## config.mk

```make
export PLATFORM = sky130hd
export DESIGN_NAME = incremental_pid_controller_unit
export DESIGN_NICKNAME = d
export VERILOG_FILES = /design/src/rtl/pidc_pkg.sv /design/src/rtl/pidc_front.sv /design/src/rtl/pidc_queue.sv /design/src/rtl/pidc_back.sv /design/src/rtl/incremental_pid_controller_unit.sv
export SDC_FILE = /design/constraint.sdc
export NUM_CORES = 2
export LEC_CHECK = 0
export BUFFER_PORTS_ARGS = -buffer_cell sky130_fd_sc_hd__buf_2
export CAP_MARGIN = 20
export CELL_PAD_IN_SITES_DETAIL_PLACEMENT = 1
export CELL_PAD_IN_SITES_GLOBAL_PLACEMENT = 1
export CORE_MARGIN = 2
export CORE_UTILIZATION = 47
export CTS_BUF_LIST = sky130_fd_sc_hd__clkbuf_16
export DETAILED_ROUTE_END_ITERATION = 12
export PLACE_DENSITY = 0.91
export SLEW_MARGIN = 20
export SYNTH_ARGS = -nofsm -noshare
export SYNTH_HDL_FRONTEND = slang
export SYNTH_SLANG_ARGS = --single-unit
```

## constraint.sdc

```tcl
create_clock -name clk -period 15.3 [get_ports clk]
set_input_delay 2.295 -clock clk [delete_from_list [all_inputs] [get_ports clk]]
set_output_delay 2.295 -clock clk [all_outputs]
set_load 0.1 [all_outputs]
```

## src/rtl/pidc_pkg.sv

```systemverilog
// ----------------------------------------------------------------------------
// pidc_pkg
// Types, widths and register codes shared by the incremental PID controller.
// ----------------------------------------------------------------------------
`default_nettype none

package pidc_pkg;

  localparam int DATA_W     = 16;               // target / measured width
  localparam int ERR_W      = DATA_W + 2;       // error history width
  localparam int GAIN_W     = 15;               // register width
  localparam int COEF_W     = GAIN_W + 3;       // signed A/B/C coefficient
  localparam int PROD_W     = ERR_W + COEF_W;
  localparam int INC_W      = PROD_W + 2;       // sum of three products
  localparam int ACC_W      = 48;
  localparam int RAW_W      = ACC_W + 1;
  localparam int BOUND_SCALE = 100;
  localparam int LIM_W      = GAIN_W + 7;       // bound * 100
  localparam int CFG_IDX_W  = 4;

  // set-point filter: divide by 10 through a reciprocal multiply
  localparam int FSUM_W     = DATA_W + 4;
  localparam int FMAG_W     = DATA_W + 3;
  localparam int DIV_S      = FMAG_W + 4;
  localparam int DIV_M_W    = FMAG_W + 2;
  localparam logic [63:0] DIV_M = ((64'd1 << DIV_S) + 64'd9) / 64'd10;

  localparam int Q_DEPTH_DEF = 2;

  localparam logic signed [ACC_W-1:0] ACC_MAX = {1'b0, {(ACC_W-1){1'b1}}};
  localparam logic signed [ACC_W-1:0] ACC_MIN = {1'b1, {(ACC_W-1){1'b0}}};

  typedef enum logic [CFG_IDX_W-1:0] {
    REG_KP     = 4'd0,
    REG_KI     = 4'd1,
    REG_KD     = 4'd2,
    REG_BOUND  = 4'd3,
    REG_DB     = 4'd4,
    REG_FILT_EN = 4'd5,
    REG_DB_EN  = 4'd6,
    REG_BND_EN = 4'd7
  } reg_idx_t;

  typedef struct packed {
    logic        [GAIN_W-1:0] kp;
    logic        [GAIN_W-1:0] ki;
    logic        [GAIN_W-1:0] kd;
    logic        [GAIN_W-1:0] bound;
    logic        [GAIN_W-1:0] dead_band;
    logic                     filt_en;
    logic                     db_en;
    logic                     bnd_en;
  } cfg_t;

  typedef struct packed {
    logic signed [DATA_W-1:0] target;
    logic signed [DATA_W-1:0] measured;
  } in_item_t;

  typedef struct packed {
    logic signed [ACC_W-1:0]  control_out;
    logic signed [ACC_W-1:0]  increment;
    logic                     in_dead_band;
    logic                     clamped;
  } out_item_t;

  typedef struct packed {
    logic signed [ERR_W-1:0]  err;
    logic                     apply;
  } q_item_t;

endpackage

`default_nettype wire

```

## src/rtl/pidc_front.sv

```systemverilog
// ----------------------------------------------------------------------------
// pidc_front
// Accepts samples, filters the set-point, forms the error and the dead-band
// decision, and pushes the result into the queue.
// ----------------------------------------------------------------------------
`default_nettype none

module pidc_front (
  input  logic               clk,
  input  logic               rst_n,
  input  logic               in_valid,
  output logic               in_stall,
  input  pidc_pkg::in_item_t in_data,
  input  pidc_pkg::cfg_t     cfg,
  input  logic               q_full,
  output logic               push,
  output pidc_pkg::q_item_t  push_data
);
  import pidc_pkg::*;

  logic signed [DATA_W-1:0]  tgt1_r, tgt1_nxt;
  logic signed [DATA_W-1:0]  tgt2_r, tgt2_nxt;

  logic signed [FSUM_W-1:0]  fsum;
  logic                      fneg;
  logic        [FMAG_W-1:0]  fmag;
  logic [FMAG_W+DIV_M_W-1:0] fprod;
  logic signed [DATA_W-1:0]  fquo;
  logic signed [DATA_W-1:0]  sp;
  logic signed [ERR_W-1:0]   err;
  logic signed [ERR_W:0]     err_x;
  logic signed [ERR_W:0]     db_x;

  assign in_stall = q_full;
  assign push     = in_valid && !q_full;

  always_comb begin
    fsum  = FSUM_W'(in_data.target) + (FSUM_W'(tgt1_r) <<< 3) + FSUM_W'(tgt2_r);
    fneg  = fsum[FSUM_W-1];
    fmag  = fneg ? FMAG_W'(-fsum) : FMAG_W'(fsum);
    fprod = fmag * DIV_M[DIV_M_W-1:0];
    fquo  = DATA_W'(fprod >> DIV_S);
    // truncation toward zero: divide the magnitude, then restore the sign
    sp    = cfg.filt_en ? (fneg ? -fquo : fquo) : in_data.target;
    err   = ERR_W'(sp) - ERR_W'(in_data.measured);

    err_x = (ERR_W+1)'(err);
    db_x  = signed'({{(ERR_W+1-GAIN_W){1'b0}}, cfg.dead_band});
    push_data.err   = err;
    push_data.apply = !cfg.db_en || (err_x >= db_x) || (err_x <= -db_x);

    tgt1_nxt = push ? sp : tgt1_r;
    tgt2_nxt = push ? tgt1_r : tgt2_r;
  end

  always_ff @(posedge clk) begin
    if (!rst_n) begin
      tgt1_r <= '0;
      tgt2_r <= '0;
    end else begin
      tgt1_r <= tgt1_nxt;
      tgt2_r <= tgt2_nxt;
    end
  end

endmodule

`default_nettype wire

```

## src/rtl/pidc_queue.sv

```systemverilog
// ----------------------------------------------------------------------------
// pidc_queue
// Short FIFO between front and back end. DEPTH must be 2 or more.
// ----------------------------------------------------------------------------
`default_nettype none

module pidc_queue #(
  parameter int DEPTH = pidc_pkg::Q_DEPTH_DEF
) (
  input  logic              clk,
  input  logic              rst_n,
  input  logic              push,
  input  pidc_pkg::q_item_t push_data,
  output logic              full,
  input  logic              pop,
  output logic              q_valid,
  output pidc_pkg::q_item_t q_data
);
  import pidc_pkg::*;

  localparam int PTR_W = $clog2(DEPTH);
  localparam int CNT_W = $clog2(DEPTH + 1);

  q_item_t            ent_r [DEPTH];
  logic [PTR_W-1:0]   wr_ptr_r, wr_ptr_nxt;
  logic [PTR_W-1:0]   rd_ptr_r, rd_ptr_nxt;
  logic [CNT_W-1:0]   cnt_r, cnt_nxt;

  assign full    = (cnt_r == CNT_W'(DEPTH));
  assign q_valid = (cnt_r != '0);
  assign q_data  = ent_r[rd_ptr_r];

  always_comb begin
    wr_ptr_nxt = wr_ptr_r;
    rd_ptr_nxt = rd_ptr_r;
    cnt_nxt    = cnt_r;
    if (push) begin
      wr_ptr_nxt = (wr_ptr_r == PTR_W'(DEPTH - 1)) ? '0 : wr_ptr_r + 1'b1;
    end
    if (pop) begin
      rd_ptr_nxt = (rd_ptr_r == PTR_W'(DEPTH - 1)) ? '0 : rd_ptr_r + 1'b1;
    end
    if (push && !pop) begin
      cnt_nxt = cnt_r + 1'b1;
    end else if (pop && !push) begin
      cnt_nxt = cnt_r - 1'b1;
    end
  end

  always_ff @(posedge clk) begin
    if (!rst_n) begin
      wr_ptr_r <= '0;
      rd_ptr_r <= '0;
      cnt_r    <= '0;
    end else begin
      wr_ptr_r <= wr_ptr_nxt;
      rd_ptr_r <= rd_ptr_nxt;
      cnt_r    <= cnt_nxt;
    end
  end

  always_ff @(posedge clk) begin
    if (push) begin
      ent_r[wr_ptr_r] <= push_data;
    end
  end

endmodule

`default_nettype wire

```

## src/rtl/pidc_back.sv

```systemverilog
// ----------------------------------------------------------------------------
// pidc_back
// Execution pipeline: products, increment, accumulate with saturation and
// bound clamp, output register.
// ----------------------------------------------------------------------------
`default_nettype none

module pidc_back (
  input  logic                clk,
  input  logic                rst_n,
  input  pidc_pkg::cfg_t      cfg,
  input  logic                q_valid,
  input  pidc_pkg::q_item_t   q_data,
  output logic                pop,
  output logic                out_valid,
  input  logic                out_stall,
  output pidc_pkg::out_item_t out_data
);
  import pidc_pkg::*;

  // error history, shifted as items leave the queue
  logic signed [ERR_W-1:0]  e1_r, e1_nxt;
  logic signed [ERR_W-1:0]  e2_r, e2_nxt;
  logic signed [ACC_W-1:0]  acc_r, acc_nxt;

  // product stage
  logic                     p_valid_r, p_valid_nxt;
  logic signed [PROD_W-1:0] p_pa_r, p_pb_r, p_pc_r;
  logic                     p_apply_r;
  // increment stage
  logic                     s_valid_r, s_valid_nxt;
  logic signed [INC_W-1:0]  s_inc_r;
  logic                     s_apply_r;
  // output register
  logic                     out_valid_r, out_valid_nxt;
  out_item_t                out_data_r, out_data_nxt;

  logic                     o_free, s_free, p_free, o_load;
  logic        [COEF_W-1:0] coef_a, coef_b, coef_c;
  logic signed [COEF_W-1:0] a_s, b_s, c_s;
  logic signed [ERR_W-1:0]  e0;
  logic signed [PROD_W-1:0] pa, pb, pc;
  logic signed [INC_W-1:0]  inc;
  logic signed [RAW_W-1:0]  raw;
  logic        [LIM_W-1:0]  lim;
  logic signed [ACC_W-1:0]  lim_s, sum1, sum2;
  logic                     clmp;

  assign o_free = !out_valid_r || !out_stall;
  assign s_free = !s_valid_r || o_free;
  assign p_free = !p_valid_r || s_free;
  assign pop    = q_valid && p_free;
  assign o_load = o_free && s_valid_r;

  assign out_valid = out_valid_r;
  assign out_data  = out_data_r;

  always_comb begin
    coef_a = COEF_W'(cfg.kp) + COEF_W'(cfg.ki) + COEF_W'(cfg.kd);
    coef_b = COEF_W'(cfg.kp) + (COEF_W'(cfg.kd) << 1);
    coef_c = COEF_W'(cfg.kd);
    a_s    = signed'(coef_a);
    b_s    = signed'(coef_b);
    c_s    = signed'(coef_c);
    e0     = q_data.err;
    pa     = a_s * e0;
    pb     = b_s * e1_r;
    pc     = c_s * e2_r;

    inc    = INC_W'(p_pa_r) - INC_W'(p_pb_r) + INC_W'(p_pc_r);

    raw    = RAW_W'(acc_r) + RAW_W'(s_inc_r);
    lim    = LIM_W'(cfg.bound) * LIM_W'(BOUND_SCALE);
    lim_s  = signed'({{(ACC_W-LIM_W){1'b0}}, lim});
    clmp   = 1'b0;
    sum1   = acc_r;
    if (s_apply_r) begin
      if (raw[RAW_W-1] != raw[RAW_W-2]) begin
        sum1 = raw[RAW_W-1] ? ACC_MIN : ACC_MAX;
        clmp = 1'b1;
      end else begin
        sum1 = raw[ACC_W-1:0];
      end
    end
    sum2 = sum1;
    if (cfg.bnd_en) begin
      if (sum1 >= lim_s) begin
        sum2 = lim_s;
        if (sum1 != lim_s) clmp = 1'b1;
      end else if (sum1 <= -lim_s) begin
        sum2 = -lim_s;
        if (sum1 != -lim_s) clmp = 1'b1;
      end
    end

    out_data_nxt.control_out  = sum2;
    out_data_nxt.increment    = ACC_W'(s_inc_r);
    out_data_nxt.in_dead_band = !s_apply_r;
    out_data_nxt.clamped      = clmp;

    e1_nxt        = pop ? e0 : e1_r;
    e2_nxt        = pop ? e1_r : e2_r;
    acc_nxt       = o_load ? sum2 : acc_r;
    p_valid_nxt   = p_free ? q_valid : p_valid_r;
    s_valid_nxt   = s_free ? p_valid_r : s_valid_r;
    out_valid_nxt = o_free ? s_valid_r : out_valid_r;
  end

  always_ff @(posedge clk) begin
    if (!rst_n) begin
      e1_r        <= '0;
      e2_r        <= '0;
      acc_r       <= '0;
      p_valid_r   <= 1'b0;
      s_valid_r   <= 1'b0;
      out_valid_r <= 1'b0;
    end else begin
      e1_r        <= e1_nxt;
      e2_r        <= e2_nxt;
      acc_r       <= acc_nxt;
      p_valid_r   <= p_valid_nxt;
      s_valid_r   <= s_valid_nxt;
      out_valid_r <= out_valid_nxt;
    end
  end

  always_ff @(posedge clk) begin
    if (p_free) begin
      p_pa_r    <= pa;
      p_pb_r    <= pb;
      p_pc_r    <= pc;
      p_apply_r <= q_data.apply;
    end
    if (s_free) begin
      s_inc_r   <= inc;
      s_apply_r <= p_apply_r;
    end
    if (o_load) begin
      out_data_r <= out_data_nxt;
    end
  end

endmodule

`default_nettype wire

```

## src/rtl/incremental_pid_controller_unit.sv

```systemverilog
// Incremental (velocity form) PID controller. One sample (target, measured)
// is accepted per clock while the queue is not full, and one result is
// returned per sample, in order. The front end filters the set-point and
// forms the error and dead-band decision in the cycle of acceptance; a queue
// of QUEUE_DEPTH items feeds a three-stage back end (products, increment,
// accumulate/clamp into the output register). Sustained rate is one item per
// cycle while the output is not stalled; the accumulator is updated as each
// result is loaded into the output register. in_stall rises only when the
// queue is full. Configuration writes are taken every cycle (cfg_ready is
// always high) and must only be made while no item is in flight.
// ----------------------------------------------------------------------------
// incremental_pid_controller_unit
// Top level: configuration registers, front end, queue and back end.
// ----------------------------------------------------------------------------
`default_nettype none

module incremental_pid_controller_unit #(
  parameter int QUEUE_DEPTH = pidc_pkg::Q_DEPTH_DEF
) (
  input  logic                               clk,
  input  logic                               rst_n,
  input  logic                               in_valid,
  output logic                               in_stall,
  input  pidc_pkg::in_item_t                 in_data,
  output logic                               out_valid,
  input  logic                               out_stall,
  output pidc_pkg::out_item_t                out_data,
  input  logic                               cfg_valid,
  output logic                               cfg_ready,
  input  logic [pidc_pkg::CFG_IDX_W-1:0]     cfg_index,
  input  logic [pidc_pkg::GAIN_W-1:0]        cfg_wdata
);
  import pidc_pkg::*;

  cfg_t     cfg_r, cfg_nxt;
  logic     push, q_full, pop, q_valid;
  q_item_t  push_data, q_data;

  assign cfg_ready = 1'b1;

  always_comb begin
    cfg_nxt = cfg_r;
    if (cfg_valid) begin
      case (cfg_index)
        REG_KP:      cfg_nxt.kp        = cfg_wdata;
        REG_KI:      cfg_nxt.ki        = cfg_wdata;
        REG_KD:      cfg_nxt.kd        = cfg_wdata;
        REG_BOUND:   cfg_nxt.bound     = cfg_wdata;
        REG_DB:      cfg_nxt.dead_band = cfg_wdata;
        REG_FILT_EN: cfg_nxt.filt_en   = cfg_wdata[0];
        REG_DB_EN:   cfg_nxt.db_en     = cfg_wdata[0];
        REG_BND_EN:  cfg_nxt.bnd_en    = cfg_wdata[0];
        default: ;
      endcase
    end
  end

  always_ff @(posedge clk) begin
    if (!rst_n) begin
      cfg_r <= '0;
    end else begin
      cfg_r <= cfg_nxt;
    end
  end

  pidc_front u_front (
    .clk       (clk),
    .rst_n     (rst_n),
    .in_valid  (in_valid),
    .in_stall  (in_stall),
    .in_data   (in_data),
    .cfg       (cfg_r),
    .q_full    (q_full),
    .push      (push),
    .push_data (push_data)
  );

  pidc_queue #(
    .DEPTH (QUEUE_DEPTH)
  ) u_queue (
    .clk       (clk),
    .rst_n     (rst_n),
    .push      (push),
    .push_data (push_data),
    .full      (q_full),
    .pop       (pop),
    .q_valid   (q_valid),
    .q_data    (q_data)
  );

  pidc_back u_back (
    .clk       (clk),
    .rst_n     (rst_n),
    .cfg       (cfg_r),
    .q_valid   (q_valid),
    .q_data    (q_data),
    .pop       (pop),
    .out_valid (out_valid),
    .out_stall (out_stall),
    .out_data  (out_data)
  );

  // limit seen by the bound check below
  logic signed [ACC_W-1:0] chk_lim;
  assign chk_lim = signed'({{(ACC_W-LIM_W){1'b0}},
                            LIM_W'(LIM_W'(cfg_r.bound) * LIM_W'(BOUND_SCALE))});

  a_bound_held: assert property (@(posedge clk) disable iff (!rst_n)
    out_valid && cfg_r.bnd_en |->
      (out_data.control_out <= chk_lim) && (out_data.control_out >= -chk_lim))
    else $error("control_out outside the enabled bound");

  a_db_off: assert property (@(posedge clk) disable iff (!rst_n)
    out_valid && !cfg_r.db_en |-> !out_data.in_dead_band)
    else $error("dead band flagged while disabled");

  a_zero_bound: assert property (@(posedge clk) disable iff (!rst_n)
    out_valid && cfg_r.bnd_en && (cfg_r.bound == '0) |-> (out_data.control_out == '0))
    else $error("zero bound did not force zero output");

endmodule

`default_nettype wire
```

==> flow_metrics.py <==
metrics = {
    "clock_tree": {
        "cts_buffer_depth": 3,
        "clk_pin_slew_ns": 0.06,
        "hold_buffers": 0,
        "htreeDepth": 2,
        "cts-buffers-inserted": 56,
        "cts.sinks": 470,
        "cts_tree": "yes",
        "insertion_delay_ns": 0.75,
        "cts_root_buf": "clkbuf_16",
    },
    "synth": {
        "synth_edf_count": 270,
        "synth_top_cell_area_share": 0.273,
        "synth_seq_cells": 470,
        "synth_top_area_cell": "fa_1",
        "syn_area_sq_mm": 0.0677,
        "yosysWarnings": 0,
        "synth_commonest_cells": "inv_1, fa_1, nand2_1",
        "syn_inst": 7405,
        "yosysMostFrequentCell": "inv_1",
        "ys_async_sr_fraction": 0,
        "synthesis.nets": 9164,
        "synth_area_per_cell_sq_um": 9.14,
        "yosys-top-cells-area": "fa_1, ha_1, edfxtp_1",
        "ys_types": 100,
        "synth_ff_type": "edfxtp_1",
        "synth_seq_area_share": 0.179,
    },
    "drt": {
        "postRouteWirelength_um": 282000,
        "drt_pass1_iterations": 7,
        "drt_drc_violations_left": 0,
        "drtAntennaViolNets": 0,
        "wl_per_cell_um": 29.3,
        "via_count": 59900,
        "drtIter0Drc": 5946,
        "vias_per_cell": 6.23,
    },
    "floorplan": {
        "die-area_sq_mm": 0.147,
        "die_x_um": 384,
        "die_h_um": 384,
        "coreArea_sq_mm": 0.143,
        "ios": 157,
        "rows": 139,
        "initial_core_util": 0.472,
    },
    "hold_path": {
        "min_to": "u_back.s_apply_r",
        "hold_path_depth": 0,
        "hold_start": "u_back.p_apply_r",
        "min_path_type": "flip-flop to flip-flop",
    },
    "final_layout": {
        "regArea_sq_mm": 0.0121,
        "final_nets": 9416,
        "drive_gt1_frac": 0.0912,
        "multi_input_area_sq_mm": 0.0495,
        "syn_to_final_growth_pct": 9.82,
        "nFillCells": 16400,
        "utilization": 0.519,
    },
    "timing": {
        "worst_slack_ns": 0.646,
        "finClkSkew_ns": 0.0584,
        "final_max_slew_viol_count": 0,
        "period_share": 0.958,
        "fin_crit_ns": 14.65,
        "clock.fmax_mhz": 68.2,
        "fin_setup_tns_ns": 0,
        "worst_pin_slew_ns": 1.28,
        "hold_viol": 0,
        "hold_slack_ns": 0.445,
        "slew_headroom": 0.126,
        "setup_viol": 0,
    },
    "worst_setup_path": {
        "crit_type": "input port to flip-flop",
        "r2r_start": "u_front.tgt1_r[3]",
        "reg2reg_depth": 57,
        "crit_required_ns": 15.85,
        "crit_start": "in_data[22]",
        "cp.arrival_ns": 15.20,
        "end_kind": "flip-flop",
        "crit_fanout": 5,
        "crit_top_cell": "buf_4",
        "max_stage_delay_ns": 0.54,
        "cp_slowest_cell": "or4_1",
        "critPathLaunchType": "input port",
        "regToRegSetupSlack_ns": 1.90,
        "rr_endpoint": "u_queue.ent_r[1][0]",
    },
    "placement": {
        "pre_cts_ws_ns": -0.606,
        "hpwl_um": 207000,
        "io_buffers": 155,
        "gp_congestion": 0.958,
    },
    "global_routing": {
        "grt_pass1_vias": 67900,
        "grt_overflow": 0,
        "antenna_found_initial": 24,
        "track_usage": 0.384,
        "grt_pass1_wl_um": 423000,
        "grt_max_degree": 112,
    },
    "run_status": {
        "status": "complete, no violations",
    },
    "job": {
        "maxCapViolations": 0,
    },
}
-- how the worst max path moves through the flow --
stage | to | cells past startpoint | slack (ns)
floorplan | u_queue.ent_r[0][0] | 56 | 0.85
global placement | u_queue.ent_r[0][0] | 57 | 0.02
detailed placement | u_queue.ent_r[1][0] | 57 | -0.61
CTS | u_queue.ent_r[1][0] | 57 | 0.02
global route | u_queue.ent_r[1][0] | 58 | -0.04
finish | u_queue.ent_r[1][0] | 58 | 0.65
-- worst max-delay path, delay by kind of cell --
family                   cells  cell delay [ns]
buffers and inverters       11             1.54
adder cells (fa/ha/maj)     10             4.01
multiplexers                 1             0.11
XOR/XNOR                     4             0.84
AO/OA/AOI/OAI               21             4.18
AND/OR/NAND/NOR             11             2.21
-- registers in the layout (all words and copies together), names as in the netlist, named ones only --
signal / cells
u_back.e2_r: 17
u_back.s_apply_r: 1
u_queue.ent_r: 36
u_back.e1_r: 17
u_back.p_pc_r: 34
u_back.s_valid_r: 1
u_back.p_valid_r: 1
u_back.p_apply_r: 1
u_back.out_valid: 1
u_queue.rd_ptr_r: 1
u_front.tgt1_r: 16
u_back.out_data: 88
u_queue.cnt_r: 2
u_back.acc_r: 48
u_back.p_pa_r: 36
u_back.s_inc_r: 38
u_back.p_pb_r: 36
u_front.tgt2_r: 16
cfg_r: 78
u_queue.wr_ptr_r: 1
-- per-stage QoR --
| stage | cell area, sq um | instances |
|---|---|---|
| 6_report | 74400 | 9618 |
| 4_1_cts | 74200 | 9603 |
| 3_5_place_dp | 72200 | 9497 |
| 2_1_floorplan | 67700 | 7405 |
| 5_1_grt | 74300 | 9609 |
| 3_3_place_gp | 72100 | 9496 |
-- routing by layer --
metal | GRT usage | vias up | share of wire
li1 | - | 24400 | -
met1 | 0.407 | 29700 | 0.33
met3 | 0.118 | 1829 | 0.10
met2 | 0.626 | 3913 | 0.46
met5 | 0 | - | 0.00066
met4 | 0.324 | 26 | 0.10
-- repair_timing --
action                                  4_1_cts  5_1_grt
endpoints found under the setup margin        0        2
setup buffers                                 0        3
resized for setup                             0       29
endpoints found under the hold margin         0        0
-- cell families after synthesis --
family	synth area share
other cells	0.0000554
compound gates	0.103
buf+inv	0.0940
simple gates	0.148
mux	0.0137
flops	0.179
xor+xnor	0.0404
fa+ha+maj	0.422
-- cell type report --
| class | instances | area share |
|---|---|---|
| well taps | 1903 | 0.0320 |
| diodes | 10 | 0.000337 |
| clock inverters | 50 | 0.00841 |
| multi-input cells | 5260 | 0.665 |
| flip-flops and latches | 470 | 0.163 |
| repair buffers | 454 | 0.0409 |
| clock buffers | 56 | 0.0188 |
| inverters | 1415 | 0.0715 |
-- layout by cell type (no fill, tap or decap), types with 39 or more instances in the layout --
cell       count
mux2i_1       44
inv_1       1422
xor2_1        65
nand2_1      862
and2_1       287
dfxtp_1      198
nor2_1       345
fa_1         923
mux2_2        39
xnor2_1      236
o21ai_0      142
buf_4        295
a21oi_1      263
nand3_1       95
edfxtp_1     270
buf_2        155
nand4_1       53
ha_1         779
nor2b_1       93
clkbuf_16     56
o21a_1        43
nor3_1        97
o21bai_1      56
a21boi_0      99
nand2b_1      60
a21o_1       102
Power is left out: the tool's default activity adds up to more than one toggle a clock period on the data nets, which glitch-free logic cannot reach.
